File: src/rtl/acsi_pkg.sv
`timescale 1ns / 1ps
// Shared types and constants for the ANSI CSI console parser.
// No dependencies; imported by acsi_parser_core and ansi_escape_console_parser.
package acsi_pkg;

  localparam int unsigned PARAM_WIDTH_DEF = 8;

  localparam logic [7:0] CH_ESC    = 8'h1B;
  localparam logic [7:0] CH_LBRACK = 8'h5B;
  localparam logic [7:0] CH_SEMI   = 8'h3B;
  localparam logic [7:0] CH_ZERO   = 8'h30;
  localparam logic [7:0] CH_NINE   = 8'h39;
  localparam logic [7:0] CH_UP     = 8'h41;  // 'A'
  localparam logic [7:0] CH_DOWN   = 8'h42;  // 'B'
  localparam logic [7:0] CH_RIGHT  = 8'h43;  // 'C'
  localparam logic [7:0] CH_LEFT   = 8'h44;  // 'D'
  localparam logic [7:0] CH_SETPOS = 8'h48;  // 'H'
  localparam logic [7:0] CH_ERDISP = 8'h4A;  // 'J'
  localparam logic [7:0] CH_ERLINE = 8'h4B;  // 'K'

  typedef enum logic [1:0] {
    MODE_TEXT = 2'd0,
    MODE_ESC  = 2'd1,
    MODE_CSI  = 2'd2
  } parse_mode_e;

  typedef enum logic [2:0] {
    CMD_PRINT       = 3'd0,
    CMD_SET_CURSOR  = 3'd1,
    CMD_MOVE_CURSOR = 3'd2,
    CMD_HOME_CLEAR  = 3'd3,
    CMD_CLEAR_SCR   = 3'd4,
    CMD_CLEAR_LINE  = 3'd5
  } cmd_e;

  typedef struct packed {
    logic              valid;
    cmd_e              command;
    logic [7:0]        char_code;
    logic signed [8:0] col_value;
    logic signed [8:0] row_value;
  } acsi_result_t;

endpackage

File: src/rtl/acsi_parser_core.sv
`timescale 1ns / 1ps
// Parser state registers and the per-byte decode logic.
// Depends on acsi_pkg; instantiated by ansi_escape_console_parser.
module acsi_parser_core import acsi_pkg::*; #(
  parameter int unsigned PARAM_WIDTH = PARAM_WIDTH_DEF
) (
  input  logic         clk_i,
  input  logic         rst_ni,
  input  logic         step_i,
  input  logic [7:0]   data_byte_i,
  output acsi_result_t result_o
);

  localparam int unsigned AW = PARAM_WIDTH + 4;

  parse_mode_e            mode_q, mode_d;
  logic [1:0]             idx_q, idx_d;
  logic [PARAM_WIDTH-1:0] first_q, first_d;
  logic [PARAM_WIDTH-1:0] second_q, second_d;

  logic                   is_digit;
  logic [PARAM_WIDTH-1:0] slot;
  logic [AW-1:0]          acc_raw;
  logic [PARAM_WIDTH-1:0] acc;
  logic [PARAM_WIDTH-1:0] first_def, second_def, second_h;
  logic [PARAM_WIDTH+8:0] first_ext, second_ext;
  logic [8:0]             p9, s9;
  logic [PARAM_WIDTH-1:0] one_w;
  logic [PARAM_WIDTH-1:0] two_w;

  assign one_w = {{(PARAM_WIDTH-1){1'b0}}, 1'b1};
  assign two_w = {{(PARAM_WIDTH-2){1'b0}}, 2'b10};

  assign is_digit = (data_byte_i >= CH_ZERO) && (data_byte_i <= CH_NINE);
  assign slot     = (idx_q == 2'd0) ? first_q : second_q;
  // slot * 10 + digit, built from shifts.
  assign acc_raw  = {1'b0, slot, 3'b000} + {3'b000, slot, 1'b0}
                    + {{(AW-4){1'b0}}, data_byte_i[3:0]};
  assign acc      = (acc_raw[AW-1:PARAM_WIDTH] != '0) ? {PARAM_WIDTH{1'b1}}
                                                      : acc_raw[PARAM_WIDTH-1:0];

  // A parameter still at zero when a non-digit arrives counts as one.
  assign first_def  = ((idx_q == 2'd0) && (first_q == '0)) ? one_w : first_q;
  assign second_def = ((idx_q == 2'd1) && (second_q == '0)) ? one_w : second_q;
  assign second_h   = (second_def == '0) ? one_w : second_def;

  // Only the low nine bits of a parameter reach the signed results.
  assign first_ext  = {9'd0, first_def};
  assign second_ext = {9'd0, second_h};
  assign p9         = first_ext[8:0];
  assign s9         = second_ext[8:0];

  always_comb begin
    mode_d   = mode_q;
    idx_d    = idx_q;
    first_d  = first_q;
    second_d = second_q;
    result_o = '0;
    result_o.command = CMD_PRINT;
    unique case (mode_q)
      MODE_ESC: begin
        if (data_byte_i == CH_LBRACK) begin
          mode_d = MODE_CSI;
        end else begin
          mode_d             = MODE_TEXT;
          result_o.valid     = 1'b1;
          result_o.char_code = data_byte_i;
        end
      end
      MODE_CSI: begin
        if (is_digit) begin
          if (idx_q == 2'd0) begin
            first_d = acc;
          end else if (idx_q == 2'd1) begin
            second_d = acc;
          end
        end else begin
          first_d  = first_def;
          second_d = second_def;
          if (data_byte_i == CH_SEMI) begin
            // A third parameter abandons the sequence.
            if (idx_q != 2'd0) begin
              idx_d  = 2'd2;
              mode_d = MODE_TEXT;
            end else begin
              idx_d = 2'd1;
            end
          end else begin
            mode_d = MODE_TEXT;
            unique case (data_byte_i)
              CH_SETPOS: begin
                second_d           = second_h;
                result_o.valid     = 1'b1;
                result_o.command   = CMD_SET_CURSOR;
                result_o.col_value = s9 - 9'd1;
                result_o.row_value = p9 - 9'd1;
              end
              CH_UP: begin
                result_o.valid     = 1'b1;
                result_o.command   = CMD_MOVE_CURSOR;
                result_o.row_value = 9'd0 - p9;
              end
              CH_DOWN: begin
                result_o.valid     = 1'b1;
                result_o.command   = CMD_MOVE_CURSOR;
                result_o.row_value = p9;
              end
              CH_RIGHT: begin
                result_o.valid     = 1'b1;
                result_o.command   = CMD_MOVE_CURSOR;
                result_o.col_value = p9;
              end
              CH_LEFT: begin
                result_o.valid     = 1'b1;
                result_o.command   = CMD_MOVE_CURSOR;
                result_o.col_value = 9'd0 - p9;
              end
              CH_ERDISP: begin
                if (first_def == two_w) begin
                  result_o.valid   = 1'b1;
                  result_o.command = CMD_HOME_CLEAR;
                end else if (first_def == one_w) begin
                  result_o.valid   = 1'b1;
                  result_o.command = CMD_CLEAR_SCR;
                end
              end
              CH_ERLINE: begin
                result_o.valid   = 1'b1;
                result_o.command = CMD_CLEAR_LINE;
              end
              default: begin
                result_o.valid     = 1'b1;
                result_o.char_code = data_byte_i;
              end
            endcase
          end
        end
      end
      default: begin
        // Plain text, and the unused mode code behaves the same way.
        mode_d = MODE_TEXT;
        if (data_byte_i == CH_ESC) begin
          mode_d   = MODE_ESC;
          idx_d    = 2'd0;
          first_d  = '0;
          second_d = '0;
        end else begin
          result_o.valid     = 1'b1;
          result_o.char_code = data_byte_i;
        end
      end
    endcase
  end

  always_ff @(posedge clk_i or negedge rst_ni) begin
    if (!rst_ni) begin
      mode_q   <= MODE_TEXT;
      idx_q    <= 2'd0;
      first_q  <= '0;
      second_q <= '0;
    end else if (step_i) begin
      mode_q   <= mode_d;
      idx_q    <= idx_d;
      first_q  <= first_d;
      second_q <= second_d;
    end
  end

endmodule

File: src/rtl/ansi_escape_console_parser.sv
`timescale 1ns / 1ps
// Top level of the ANSI CSI console parser: input register, parser core, result register.
// Depends on acsi_pkg and acsi_parser_core.

// The block takes one console byte per item and accepts a new byte every
// cycle while results keep flowing; a byte produces at most one result,
// which passes through the input register and then the result register.
// Plain bytes come out as print commands; ESC [ sequences with up to two
// decimal parameters and the finals H, A, B, C, D, J (for parameter 1 or
// 2 only) and K come out as cursor and clear commands, the kind being
// carried on tuser. Parameters saturate at 2^PARAM_WIDTH-1 and a zero
// parameter counts as one. Back-pressure on the result side stalls the
// parser, and the input side stalls once its register is full.
module ansi_escape_console_parser import acsi_pkg::*; #(
  parameter int unsigned PARAM_WIDTH = PARAM_WIDTH_DEF
) (
  input  logic        clk_i,
  input  logic        rst_ni,
  input  logic        s_axis_tvalid_i,
  output logic        s_axis_tready_o,
  input  logic [7:0]  s_axis_tdata_i,   // [7:0] data_byte
  output logic        m_axis_tvalid_o,
  input  logic        m_axis_tready_i,
  output logic [31:0] m_axis_tdata_o,   // [7:0] char_code, [16:8] col_value,
                                        // [25:17] row_value, [31:26] zero
  output logic [2:0]  m_axis_tuser_o    // [2:0] command
);

  logic         in_valid_q;
  logic [7:0]   in_byte_q;
  logic         out_valid_q;
  acsi_result_t out_q;
  acsi_result_t result;
  logic         advance;

  // The buffered item moves on when the result register is free or draining.
  assign advance         = in_valid_q && (!out_valid_q || m_axis_tready_i);
  assign s_axis_tready_o = !in_valid_q || advance;

  always_ff @(posedge clk_i or negedge rst_ni) begin
    if (!rst_ni) begin
      in_valid_q <= 1'b0;
    end else if (s_axis_tvalid_i && s_axis_tready_o) begin
      in_valid_q <= 1'b1;
    end else if (advance) begin
      in_valid_q <= 1'b0;
    end
  end

  always_ff @(posedge clk_i) begin
    if (s_axis_tvalid_i && s_axis_tready_o) begin
      in_byte_q <= s_axis_tdata_i;
    end
  end

  acsi_parser_core #(
    .PARAM_WIDTH(PARAM_WIDTH)
  ) u_core (
    .clk_i      (clk_i),
    .rst_ni     (rst_ni),
    .step_i     (advance),
    .data_byte_i(in_byte_q),
    .result_o   (result)
  );

  always_ff @(posedge clk_i or negedge rst_ni) begin
    if (!rst_ni) begin
      out_valid_q <= 1'b0;
    end else if (advance) begin
      out_valid_q <= result.valid;
    end else if (m_axis_tready_i) begin
      out_valid_q <= 1'b0;
    end
  end

  always_ff @(posedge clk_i) begin
    if (advance) begin
      out_q <= result;
    end
  end

  assign m_axis_tvalid_o = out_valid_q;
  assign m_axis_tuser_o  = out_q.command;
  assign m_axis_tdata_o  = {6'd0, out_q.row_value, out_q.col_value, out_q.char_code};

endmodule
File: config.mk
export PLATFORM = sky130hd
export DESIGN_NAME = ansi_escape_console_parser
export DESIGN_NICKNAME = d
export VERILOG_FILES = /design/src/rtl/acsi_pkg.sv /design/src/rtl/acsi_parser_core.sv /design/src/rtl/ansi_escape_console_parser.sv
export SDC_FILE = /design/constraint.sdc
export NUM_CORES = 1
export LEC_CHECK = 0
export BUFFER_PORTS_ARGS = -buffer_cell sky130_fd_sc_hd__buf_2
export CAP_MARGIN = 25
export CORE_MARGIN = 1
export CORE_UTILIZATION = 44
export CTS_CLUSTER_DIAMETER = 200
export DETAILED_ROUTE_END_ITERATION = 12
export GPL_TIMING_DRIVEN = 0
export SLEW_MARGIN = 30
export SYNTH_ARGS = -nofsm -noshare
export SYNTH_HDL_FRONTEND = slang
export SYNTH_SLANG_ARGS = --single-unit
File: constraint.sdc
create_clock -name clk_i -period 5 [get_ports clk_i]
set_input_delay 0.5 -clock clk_i [delete_from_list [all_inputs] [get_ports clk_i]]
set_output_delay 0.5 -clock clk_i [all_outputs]
set_load 0.1 [all_outputs]
### Yosys cells after proc, flatten, opt, wreduce, memory -nomap -nowiden

Index checks and enable logic that the tools add are counted.

| storage, ports and cells | value |
|---|---|
| input bits | 12 |
| logic and storage cells | 111 |
| output and inout bits | 37 |
| register bits after elaboration | 59 |

| cells by class | value |
|---|---|
| mux-type cells | 45 |
| $add $sub $neg | 5 |
| order comparisons | 2 |
| bitwise operators | 2 |
| reduce and logical (&&, ||, !) cells | 25 |
| eq/ne operators | 21 |

Operator list:

| cell | number |
|---|---|
| 2-to-1 mux 8 bit | 16 |
| equality test 8 x 7 -> 1 bit, second input constant | 8 |
| 2-to-1 mux 30 bit | 2 |
| case mux 9 bit (3 select lines) | 2 |
| case mux 8 bit (2 select lines) | 3 |
| logical NOT 8 bit | 3 |
| subtractor 8 x 1 -> 9 bit, second input constant | 2 |
| 2-to-1 mux 2 bit | 8 |
| adder 11 x 9 -> 12 bit | 1 |
| adder 12 x 4 -> 12 bit | 1 |
| inequality test 3 bit, second input constant | 4 |
| case mux 3 bit (4 select lines) | 1 |
| AND reduction 5 bit | 2 |
| subtractor 1 x 8 -> 9 bit, first input constant | 1 |
| equality test 8 x 1 -> 1 bit, second input constant | 1 |
| equality test 8 x 2 -> 1 bit, second input constant | 1 |
| equality test 8 x 5 -> 1 bit, second input constant | 1 |
| equality test 8 x 6 -> 1 bit, second input constant | 1 |
| >= comparator 8 x 6 -> 1 bit, second input constant | 1 |
| <= comparator 8 x 6 -> 1 bit, second input constant | 1 |
| 2-to-1 mux 1 bit | 8 |
| 2-to-1 mux 4 bit | 2 |
| case mux 2 bit (2 select lines) | 2 |
| nonzero test 2 bit | 4 |
| other kinds (16) | 24 |

### Depth between registers and ports, before layout

Gate-level depths: netlist (run 1).

| logic depth | value |
|---|---|
| depth after elaboration | 11 |
| gate-level depth with buffers | 15 |
| depth with buffers taken out | 13 |

### Cells and area by module

Synthesis (run 1) repeated with hierarchy kept, for this count alone.

| unflattened totals | value |
|---|---|
| cells, all modules | 402 |
| area, all modules | 3935.0 um2 |

By module, submodules not included:

| module | cells each | sequential area each (um2) | area an instance (um2) | times used |
|---|---|---|---|---|
| acsi_parser_core | 349 | 500.5 | 2668.8 | 1 |
| ansi_escape_console_parser | 53 | 1161.1 | 1266.2 | 1 |

### Worst setup path after synthesis (run 1)

No wires, ideal clock.

| path | value |
|---|---|
| path kind | register -> register |
| from | reg u_core.idx_q[0] |
| to | reg u_core.second_q[1] |
| clock period less this slack | 3257 ps |
| arrival time | 3114 ps |
| setup slack | 1743 ps |
| cell stages (with the launch flop) | 15 |
| library setup time | 143 ps |
| path through | dfrtp_1 > or2_2 > clkbuf_1 > nand2_1 > nand2_1 > inv_1 > fa_1 > fa_1 > nand2b_1 > a21oi_1 > mux2i_1 > o211ai_1 > clkbuf_1 > o21ai_0 > a21oi_1 |

| on the way | value |
|---|---|
| longest elaborated chain between the ends | 10 |
| elaborated cells between the ends (all ways) | 20 |

RTL lines:

| item | RTL line | source |
|---|---|---|
| from (decl) | acsi_parser_core.sv:17 | `logic [1:0] idx_q, idx_d;` |
| from (signal assigned) | acsi_parser_core.sv:163 | `idx_q <= idx_d;` |
| logical NOT 2 bit | acsi_parser_core.sv:35, acsi_parser_core.sv:72 |  |
| 2-to-1 mux 8 bit | acsi_parser_core.sv:35 | `assign slot = (idx_q == 2'd0) ? first_q : second_q;` |
| adder 11 x 9 -> 12 bit | acsi_parser_core.sv:37 | `assign acc_raw = {1'b0, slot, 3'b000} + {3'b000, slot, 1'b0}` |
| adder 12 x 4 -> 12 bit | acsi_parser_core.sv:38 | `+ {{(AW-4){1'b0}}, data_byte_i[3:0]};` |
| nonzero test 4 bit | acsi_parser_core.sv:39 | `assign acc = (acc_raw[AW-1:PARAM_WIDTH] != '0) ? {PARAM_WIDTH{1'b1}}` |
| 2-to-1 mux 8 bit | acsi_parser_core.sv:39 |  |
| 2-to-1 mux 8 bit | acsi_parser_core.sv:74 | `end else if (idx_q == 2'd1) begin` |
| 2-to-1 mux 8 bit | acsi_parser_core.sv:72 | `if (idx_q == 2'd0) begin` |
| 2-to-1 mux 8 bit | acsi_parser_core.sv:71 | `if (is_digit) begin` |
| case mux 8 bit (2 select lines) | acsi_parser_core.sv:60 | `unique case (mode_q)` |
| to (signal assigned) | acsi_parser_core.sv:165 | `second_q <= second_d;` |
| to (decl) | acsi_parser_core.sv:19 | `logic [PARAM_WIDTH-1:0] second_q, second_d;` |

Parallel ways exist; a longest one is shown, timed or not. The select of a mux whose other input is x is not followed.
A chain may end at the register's enable or synchronous reset.

### Worst setup path in the final report (run 1)

| path | value |
|---|---|
| from | reg u_core.idx_q[0] |
| to | reg u_core.second_q[3] |

Same word-level chain as after synthesis.

==> results of run 1 <==
registers in the layout, indices dropped and copies added, names as in the netlist:
name	cells
m_axis_tdata_o	26
in_byte_q	8
u_core.first_q	8
u_core.second_q	8
m_axis_tuser_o	3
u_core.idx_q	2
u_core.mode_q	2
in_valid_q	1
m_axis_tvalid_o	1
cell type report:
class                      count  area, um2  share of cell area
multi-input combinational    318       2040               0.454
tap                          108        135              0.0300
inverter                      19       71.3              0.0158
timing repair buffer          43        238              0.0528
clock inverter                 5       55.1              0.0122
buffer                        34        166              0.0370
sequential                    59       1660               0.369
clock buffer                  11        131              0.0292
kinds of logic (layout without fill, tap and decap cells):
| group | after synthesis | count (layout) | synth area share |
|---|---|---|---|
| AND/OR/NAND/NOR | 151 | 151 | 0.195 |
| AO/OA/AOI/OAI | 120 | 120 | 0.198 |
| XOR/XNOR | 10 | 10 | 0.0224 |
| flip-flops | 59 | 59 | 0.424 |
| other | 1 | 6 | 0.000958 |
| multiplexers | 8 | 8 | 0.0214 |
| buffers and inverters | 53 | 112 | 0.0607 |
| adder cells (fa/ha/maj) | 23 | 23 | 0.0773 |
synthesized netlist by cell type (7+ instances only):
cell,number,share of area
nor2_1,43,0.041
nand2_1,42,0.040
a21oi_1,38,0.049
edfxtp_1,37,0.28
o21ai_0,27,0.035
clkbuf_1,22,0.021
dfrtp_1,22,0.14
ha_1,21,0.067
inv_1,19,0.018
a211oi_1,13,0.025
nor3_1,10,0.013
nor2b_1,9,0.014
and2_1,8,0.013
buf_4,7,0.013
worst min path at each step:
stage,from,end,slack (ps)
after floorplan,rst_ni,in_valid_q$_DFFE_PN0P_,200
after detailed placement,rst_ni,u_core.second_q[5]$_DFFE_PN0P_,490
after CTS,rst_ni,u_core.second_q[5]$_DFFE_PN0P_,120
final,rst_ni,u_core.second_q[5]$_DFFE_PN0P_,120
after global placement,rst_ni,u_core.second_q[6]$_DFFE_PN0P_,500
after global routing,rst_ni,u_core.second_q[5]$_DFFE_PN0P_,140
where the power goes:
group,total (mW),internal (mW),switching [mW]
registers,0.565,0.550,0.0154
clock network,0.424,0.229,0.196
logic,0.337,0.0758,0.261
critical path, cell delays in order (launching register included):
cell and delay (ps):
dfrtp_1 410, nor2_1 540, mux2i_1 410, fa_1 520, fa_1 470, nand2b_1 180, a21oi_1 170, mux2i_1 210
o211ai_1 240, clkbuf_1 270, o21ai_0 350, a21oi_1 120
placed cells by master, fill, tap and decap left out, drive strengths merged, types with 3 or more instances in the layout:
cell type   n
o21ai      29
xor2        5
a31oi       6
inv        19
a211oi     14
mux2        3
and2        8
a22oi       3
ha         21
nand3       3
o21a        4
a21oi      38
xnor2       5
dfrtp      22
a31o        3
buf        54
edfxtp     37
mux2i       5
clkbuf     34
or2         3
nor2       43
nor2b       9
nand2b      6
a221oi      3
a311oi      4
nor4        4
or4         3
nand2      42
conb        6
nor3       12
or3         5
nor3b       4
per-layer routing:
| layer | vias up | GRT usage | share of wire |
|---|---|---|---|
| li1 | 1651 | - | - |
| met1 | 1528 | 0.294 | 0.48 |
| met2 | 77 | 0.317 | 0.46 |
| met3 | 14 | 0.0450 | 0.040 |
| met4 | 0 | 0.0699 | 0.017 |
| met5 | - | 0 | 0 |
metrics by stage:
step / utilization / hold WS, ps / power [mW] / instances / cell area (um2)
2_1_floorplan: - / 204 / 0.848 / 430 / 3940
3_3_place_gp: 0.493 / 496 / 0.904 / 580 / 4280
3_5_place_dp: 0.497 / 494 / 0.912 / 581 / 4320
4_1_cts: 0.519 / 125 / 1.33 / 597 / 4500
5_1_grt: 0.519 / 142 / 1.38 / 597 / 4500
6_report: 0.519 / 119 / 1.33 / 597 / 4500
==> impl_results.md, run 1 <==
- Outcome: completed
- Main synth FF type: edfxtp_1
- WS Path Type: register to register
- RSZ-0062 raised after global routing: false
- Worst slew pin tran: 774 ps
- Die Wd: 96.3 um
- Post-Synthesis Cells: 425
- Fmax: 0.248 GHz
- CTS sink cnt: 59
- Period utilisation layout: 0.806
- Pin count of the biggest net entering global routing: 27
- CP Data Arrival Time: 4220 ps
- Port bufs: 42
- WL per Instance: 15.2 um
- Clock Skew: 13.9 ps
- Worst setup margin: 971 ps
- Cell Rows: 34
- Pwr dens: 295 nW/um2
- Post-synthesis sequential area ratio: 0.424
- Synthesis-to-finish area growth: 15.0%
- Clk pin slew, worst setup/hold paths: 70 ps
- Max rail drop VDD: 0.106 mV
- Setup_tns: 0 ps
- DRT iter0 DRCs: 156
- Max-slew violations: 0
- HP Class: input pin to asynchronous set/reset pin
- HPWL Detailed: 6950 um
- Grt ovf: 0
- DRT antenna net count: 0
- Number of synthesized flops with an enable pin: 37
- Total Routed Length: 9060 um
- Leakage Power: 1.87 nW
- Die footprint: 9280 um2
- Synth Area per Inst: 9.21 um2
- Worst endpoint required time: 5190 ps
- Yosys cell types: 60
- R2R Path Start: u_core.idx_q[0]$_DFFE_PN0P_
- Post-cts sizing count: 0
- Endpoints failing hold: 0
- Synthesis Warnings: 0
- H-tree depth reported by CTS: 3
- Critical path startpoint category: register
- Hold buffers post-CTS: 0
- Worst relative slew slack: 0.480
- Worst r2r path cells: 11
- Post-layout min period: 4030 ps
- Synth Cell Area: 3920 um2
- CTS tree: built
- First-pass GRT wire length: 14700 um
- 1st-pass router iterations: 4
- GRT Util Overall: 0.209
- Setup crit start: u_core.idx_q[0]$_DFFE_PN0P_
- Ports: 49
- CP Max Fanout: 10
- Deepest clock path buffer count: 2
- Postcts setup bufs: 0
- Core ar.: 8680 um2
- Root buffer cell: clkbuf_8
- Share of cells above drive strength 1: 0.180
- Vias per std cell: 5.48
- Initial Util: 0.451
- Final GP Congestion: 0.836
- Layout fillers: 835
- Vias in the first global route: 2962
- R2r setup slk: 970 ps
- # diodes: 0
- Pre-CTS setup slack: 996 ps
- Via count: 3270
- Crit path capture: u_core.second_q[3]$_DFFE_PN0P_
- CTS buffer count: 9
- DRC violations left: 0
- Die Ht: 96.3 um
- Initial antenna violation count: 0
- Async set-reset flop share out of synthesis: 0.373
- Worst skew pair latency: 350 ps
- Reg-to-Reg End: u_core.second_q[3]$_DFFE_PN0P_
- Final setup fails: 0
- Crit end category: register
- Post-layout nets: 519
- Max_cap viols: 0
- #FFs+latches synth: 59
No activity file was read; power rests on OpenSTA's default activity.
==> inputs of run 2 (changes only) <==
==> constraint.sdc (replaced) <==
create_clock -name clk_i -period 3.72 [get_ports clk_i]
set_input_delay 0.372 -clock clk_i [delete_from_list [all_inputs] [get_ports clk_i]]
set_output_delay 0.372 -clock clk_i [all_outputs]
set_load 0.1 [all_outputs]
==> run 2 against run 1 <==
Compared with the run above:
- sequential power is 35% higher
- critical path depth is 2 higher
- first-iteration DRC count is 5.1% lower
- flip-flop and latch count stayed put
- die area stayed put
- non-clock buffer count stayed put
- largest power group unchanged
==> impl_results.md, run 2 (synthesis results as in run 1) <==
- CTS tree: built
- Root buffer cell: clkbuf_8
- DRT antenna net count: 0 (unchanged)
- Worst endpoint required time: 3810 ps (-1380 ps)
- R2R Path Start: u_core.first_q[7]$_DFFE_PN0P_
- Endpoints failing hold: 0 (unchanged)
- DRC violations left: 0 (unchanged)
- Leakage Power: 1.88 nW (+0.89%)
- Port bufs: 42 (unchanged)
- GRT Util Overall: 0.209 (+0.000502)
- Largest register FFs: 26 (unchanged)
- Share of cells above drive strength 1: 0.192 (+0.0123)
- Initial antenna violation count: 0 (unchanged)
- R2r setup slk: 230 ps (-740 ps)
- WL per Instance: 15.1 um (-0.31%)
- Min-delay src: s_axis_tdata_i[0]
- Design Area, Final: 4550 um2 (+1.1%)
- CTS sink cnt: 59 (unchanged)
- DRT iter0 DRCs: 148 (-5.1%)
- CP Max Fanout: 9 (-1)
- Worst skew pair latency: 340 ps (about the same)
- HP Class: input pin to register
- HPWL Detailed: 6950 um (unchanged)
- Post-layout power: 1.79 mW (+35%)
- Placed cells: 581 (unchanged)
- Die Ht: 96.3 um (unchanged)
- Vias per std cell: 5.52 (+0.76%)
- Max rail drop VDD: 0.139 mV (+32%)
- Initial Util: 0.451 (unchanged)
- Max_cap viols: 0 (unchanged)
- Cell Rows: 34 (unchanged)
- Worst r2r path cells: 13 (+2)
- Post-layout min period: 3490 ps (-541 ps)
- CP Data Arrival Time: 3580 ps (-640 ps)
- Pwr dens: 393 nW/um2 (+33%)
- Clock Skew: 12.0 ps (-1.90 ps)
- Reg-to-Reg End: m_axis_tdata_o[25]$_SDFFCE_PP0P_
- Total Routed Length: 9030 um (-0.31%)
- Final non-filler cell total: 597 (unchanged)
- Deepest clock path buffer count: 2 (unchanged)
- Ports: 49 (unchanged)
- Hold depth: 1
- Crit end category: register
- Max-slew violations: 0 (unchanged)
- H-tree depth reported by CTS: 3 (unchanged)
- Setup_tns: 0 ps (unchanged)
- # diodes: 0 (unchanged)
- Die Wd: 96.3 um (unchanged)
- Final setup fails: 0 (unchanged)
- Outcome: completed
- Commonest non-fill, non-tap cell in the layout: buf_2
- CTS buffer count: 9 (unchanged)
- Worst slew pin tran: 768 ps (-5.88 ps)
- Clk pin slew, worst setup/hold paths: 70 ps (about the same)
- Synthesis-to-finish area growth: 16.3%
- Die footprint: 9280 um2 (unchanged)
- Worst Hold End: in_byte_q[0]$_DFFE_PP_
- Fmax: 0.287 GHz (+16%)
- Period utilisation layout: 0.938 (+0.132)
- Layout fillers: 843 (+0.96%)
- Most frequent cells in the layout: 45 x buf_2, 42 x nand2_1, 42 x nor2_1
- Final GP Congestion: 0.836 (unchanged)
- First-pass GRT wire length: 14700 um (about the same)
- Worst hold slack: 202 ps (+83.4 ps)
- Core ar.: 8680 um2 (unchanged)
- Grt ovf: 0 (unchanged)
- Worst relative slew slack: 0.484 (+0.00395)
- Pin count of the biggest net entering global routing: 27 (unchanged)
- Post-layout nets: 519 (unchanged)
- Via count: 3295 (+0.76%)
- DP Area: 4320 um2 (unchanged)
- WS Path Type: register to register
- Vias in the first global route: 2946 (-0.54%)
- Critical path startpoint category: register
- 1st-pass router iterations: 5 (+1)
-- run 2: cell types whose count changed in the layout (fill, tap and decap cells not counted), moves of 2 or more --
cell	change
buf_4	+2
clkbuf_1	-4
o21ai_0	-2
o21ai_1	+2
-- run 2: stage by stage --
stage / worst slack [ps] / utilization
global route: -5.50 / 0.525
CTS: 12.6 / 0.521
finish: 232 / 0.525
detailed placement: -284 / 0.497
global placement: -269 / 0.493
floorplan: 463 / -
-- run 2: area by class of cell --
type / count / area (um2) / area share
clock inverter: 5 / 55.1 / 0.0121
buffer: 31 / 159 / 0.0349
sequential: 59 / 1660 / 0.365
multi-input combinational: 318 / 2080 / 0.456
tap: 108 / 135 / 0.0297
timing repair buffer: 46 / 263 / 0.0577
clock buffer: 11 / 131 / 0.0289
inverter: 19 / 71.3 / 0.0157
-- run 2: how the worst max path moves through the flow --
stage / to / startpoint / cells past startpoint / slack, ps
2_1_floorplan: u_core.second_q[1]$_DFFE_PN0P_ / u_core.idx_q[0]$_DFFE_PN0P_ / 14 / 460
3_3_place_gp: u_core.second_q[3]$_DFFE_PN0P_ / u_core.idx_q[0]$_DFFE_PN0P_ / 11 / -270
3_5_place_dp: u_core.second_q[3]$_DFFE_PN0P_ / u_core.idx_q[0]$_DFFE_PN0P_ / 11 / -280
4_1_cts: u_core.second_q[1]$_DFFE_PN0P_ / u_core.idx_q[0]$_DFFE_PN0P_ / 11 / 10
5_1_grt: u_core.second_q[1]$_DFFE_PN0P_ / u_core.idx_q[1]$_DFFE_PN0P_ / 13 / -5
6_report: m_axis_tdata_o[25]$_SDFFCE_PP0P_ / u_core.first_q[7]$_DFFE_PN0P_ / 13 / 230
-- run 2: where the power goes --
group	switching [mW]	internal, mW	leakage (nW)
sequential	0.0222	0.739	0.657
clock	0.259	0.307	0.0893
combinational	0.354	0.109	1.14
-- run 2: critical path: stages (launching register included) --
cell and delay, ps:
dfrtp_1 320, clkbuf_1 450, nor3_4 130, a31o_2 330, inv_1 90, ha_1 210, inv_1 90, or3_1 300
clkbuf_1 160, or3_1 330, clkbuf_2 160, or3_1 370, mux2_2 250, nor2_1 40
-- run 2: what timing repair did --
item                                    4_1_cts  5_1_grt
pin swaps                                     0        1
endpoints found under the setup margin       15       16
hold buffers                                  1        0
endpoints found under the hold margin        14        0
gates resized for setup                       6        5
setup buffers                                 0        2
-- run 2: per-layer routing --
metal,up-vias,wire [um],global-route usage
li1,1649,-,-
met1,1563,4310,0.294
met2,77,4270,0.322
met3,6,384,0.0474
met4,0,65,0.0588
met5,-,0,0
==> inputs of run 3 (changes only) <==
--- a/config.mk
+++ b/config.mk
@@ -8,10 +8,12 @@
 export BUFFER_PORTS_ARGS = -buffer_cell sky130_fd_sc_hd__buf_2
 export CAP_MARGIN = 25
 export CORE_MARGIN = 1
-export CORE_UTILIZATION = 44
+export CORE_UTILIZATION = 59
 export CTS_CLUSTER_DIAMETER = 200
 export DETAILED_ROUTE_END_ITERATION = 12
 export GPL_TIMING_DRIVEN = 0
+export PLACE_DENSITY = 0.81
+export SETUP_SLACK_MARGIN = 0.5
 export SLEW_MARGIN = 30
 export SYNTH_ARGS = -nofsm -noshare
 export SYNTH_HDL_FRONTEND = slang
==> run 3 against run 2 <==
Compared with the run above:
- the flow now finishes with violations (hold timing)
- global-route usage is 5.6 points higher
- clock skew is 0.68 ps lower
- cell area is 6.0% higher
- final cell count is 2.8% lower
- core utilization is 23 points higher
- wire length is 6.0% higher
==> impl_results.md, run 3 (synthesis results as in run 1) <==
- Die Wd: 83.5 um (-13%)
- Synthesis-to-finish area growth: 23.2%
- Crit end category: register
- Max_cap viols: 0 (unchanged)
- Vias in the first global route: 3141 (+6.6%)
- Final setup fails: 0 (unchanged)
- GRT Util Overall: 0.265 (+0.0556)
- CTS tree: built
- Die Ht: 83.5 um (-13%)
- Port bufs: 42 (unchanged)
- Die footprint: 6970 um2 (-25%)
- Root buffer cell: clkbuf_8
- Core ar.: 6390 um2 (-26%)
- Worst hold slack: -13.8 ps (-216 ps)
- Worst skew pair latency: 350 ps (about the same)
- Critical path startpoint category: register
- 1st-pass router iterations: 9 (+4)
- WS Path Type: register to register
- RSZ-0062 raised after global routing: false
- CTS buffer count: 9 (unchanged)
- HPWL Detailed: 6470 um (-6.9%)
- Hold buffers post-CTS: 0 (-1)
- R2r setup slk: 540 ps (+310 ps)
- Largest register FFs: 26 (unchanged)
- Setup_tns: 0 ps (unchanged)
- Most frequent cells in the layout: 44 x buf_2, 40 x nor2_1, 38 x nand2_1
- Grt ovf: 0 (unchanged)
- Leakage Power: 2.01 nW (+6.9%)
- Clock Skew: 11.3 ps (-0.677 ps)
- WL per Instance: 16.5 um (+9.2%)
- Fmax: 0.314 GHz (+9.6%)
- Ports: 49 (unchanged)
- H-tree depth reported by CTS: 3 (unchanged)
- Period utilisation layout: 0.855 (-0.0825)
- CTS sink cnt: 59 (unchanged)
- Max rail drop VDD: 0.321 mV (+130%)
- Worst setup margin: 539 ps (+307 ps)
- Cell Rows: 29 (-15%)
- Commonest non-fill, non-tap cell in the layout: buf_2
- Pin count of the biggest net entering global routing: 28 (+3.7%)
- Comb power frac: 0.280 (+0.022)
- DRT iter0 DRCs: 271 (+83%)
- Clk pin slew, worst setup/hold paths: 80 ps (about the same)
- Outcome: finished with violations
- # diodes: 0 (unchanged)
- DRC violations left: 0 (unchanged)
- Deepest clock path buffer count: 2 (unchanged)
- CP Max Fanout: 5 (-4)
- Share of cells above drive strength 1: 0.282 (+0.0901)
- Pint: 1.22 mW (+5.3%)
- Post-layout nets: 533 (+2.7%)
- First-pass GRT wire length: 14600 um (-0.66%)
- Clock power frac: 0.316 (about the same)
- Pre-CTS setup slack: -175 ps (+109 ps)
- Worst endpoint required time: 3920 ps (+110 ps)
- Via count: 3543 (+7.5%)
- Pwr dens: 391 nW/um2 (-0.51%)
- HP Class: input pin to asynchronous set/reset pin
- Failing checks: hold timing
- Vias per std cell: 6.11 (+11%)
- Sequential share of power: 0.404 (-0.021)
- Final GP Congestion: 0.892 (+6.6%)
- Initial antenna violation count: 0 (unchanged)
- Switching share of power: 0.356 (+0.00107)
- Endpoints failing hold: 21 (+21)
- Initial Util: 0.613 (+0.162)
- Total Routed Length: 9580 um (+6.0%)
- Worst slew pin tran: 848 ps (+79.6 ps)
- Post-layout min period: 3180 ps (-307 ps)
- Layout fillers: 420 (-50%)
- CP Data Arrival Time: 3380 ps (-200 ps)
- Max-slew violations: 0 (unchanged)
- Worst relative slew slack: 0.430 (-0.0535)
- DRT antenna net count: 0 (unchanged)
- Switching pwr: 0.672 mW (+5.8%)
run 3: cell types whose count changed in the layout (fill, tap and decap cells not counted), moves of 3 or more:
cell and change:
buf_4 +13, o21ai_0 -6, a21oi_1 -5, a21oi_2 +5, clkbuf_1 -5, nand2_1 -4, clkbuf_2 +3, o21ai_4 +3
run 3: final cells by class:
type,count,area (um2),area share
plain buffers,34,195,0.0404
clock buffers,10,138,0.0285
clock inverters,6,63.8,0.0132
inverters,19,71.3,0.0148
multi-input cells,318,2230,0.463
flip-flops and latches,59,1660,0.345
well taps,77,96.3,0.0200
repair buffers,57,364,0.0754
run 3: what timing repair did:
action                                  4_1_cts  5_1_grt
cloned                                        1        1
pin swaps                                     6       12
endpoints found under the setup margin       22       19
setup buffers                                 6        6
resized for setup                            35       39
run 3: metal layers:
metal / vias up / wire length (um) / global-route usage
met2: 182 / 4650 / 0.430
li1: 1683 / - / -
met4: 0 / 269 / 0.122
met1: 1644 / 3920 / 0.341
met3: 34 / 737 / 0.0564
met5: - / 0 / 0
run 3: worst max-delay path, cell delays in order, from the launching register on:
cell and delay [ps]:
dfrtp_1 450, or2_4 290, buf_8 140, nand2_4 70
nand2_4 60, inv_2 50, fa_1 450, fa_2 380
nand2b_4 150, a21oi_2 150, mux2i_1 200, o211ai_1 180
buf_4 220, o21ai_4 180, a21oi_2 70
run 3: through the flow:
step | hold slack, ps | cells | total power, mW | util | instance area [um2]
finish | -13.8 | 580 | 1.89 | 0.756 | 4830
global route | 25.5 | 580 | 1.95 | 0.756 | 4830
CTS | 5.91 | 573 | 1.84 | 0.724 | 4620
detailed placement | 369 | 550 | 1.23 | 0.670 | 4280
global placement | 366 | 549 | 1.21 | 0.664 | 4240
floorplan | 76.4 | 430 | 1.14 | - | 3940
run 3: final timing paths:
| kind | from | to | cells past startpoint |
|---|---|---|---|
| min | rst_ni | u_core.second_q[0]$_DFFE_PN0P_ | 1 |
| min reg2reg | u_core.second_q[7]$_DFFE_PN0P_ | u_core.second_q[7]$_DFFE_PN0P_ | 2 |
| min in group clk_i | s_axis_tdata_i[4] | in_byte_q[4]$_DFFE_PP_ | 1 |
| max reg2reg | u_core.idx_q[1]$_DFFE_PN0P_ | u_core.second_q[2]$_DFFE_PN0P_ | 14 |
| max | u_core.idx_q[1]$_DFFE_PN0P_ | u_core.second_q[2]$_DFFE_PN0P_ | 14 |
| max in group asynchronous | rst_ni | u_core.first_q[4]$_DFFE_PN0P_ | 1 |
run 3: power by group through the flow:
stage / clock, mW / combinational [mW] / sequential, mW
final: 0.596 / 0.529 / 0.763
after global routing: 0.625 / 0.554 / 0.766
after CTS: 0.595 / 0.484 / 0.763
after detailed placement: 0 / 0.451 / 0.774
after global placement: 0 / 0.435 / 0.774
after floorplan: 0 / 0.199 / 0.941
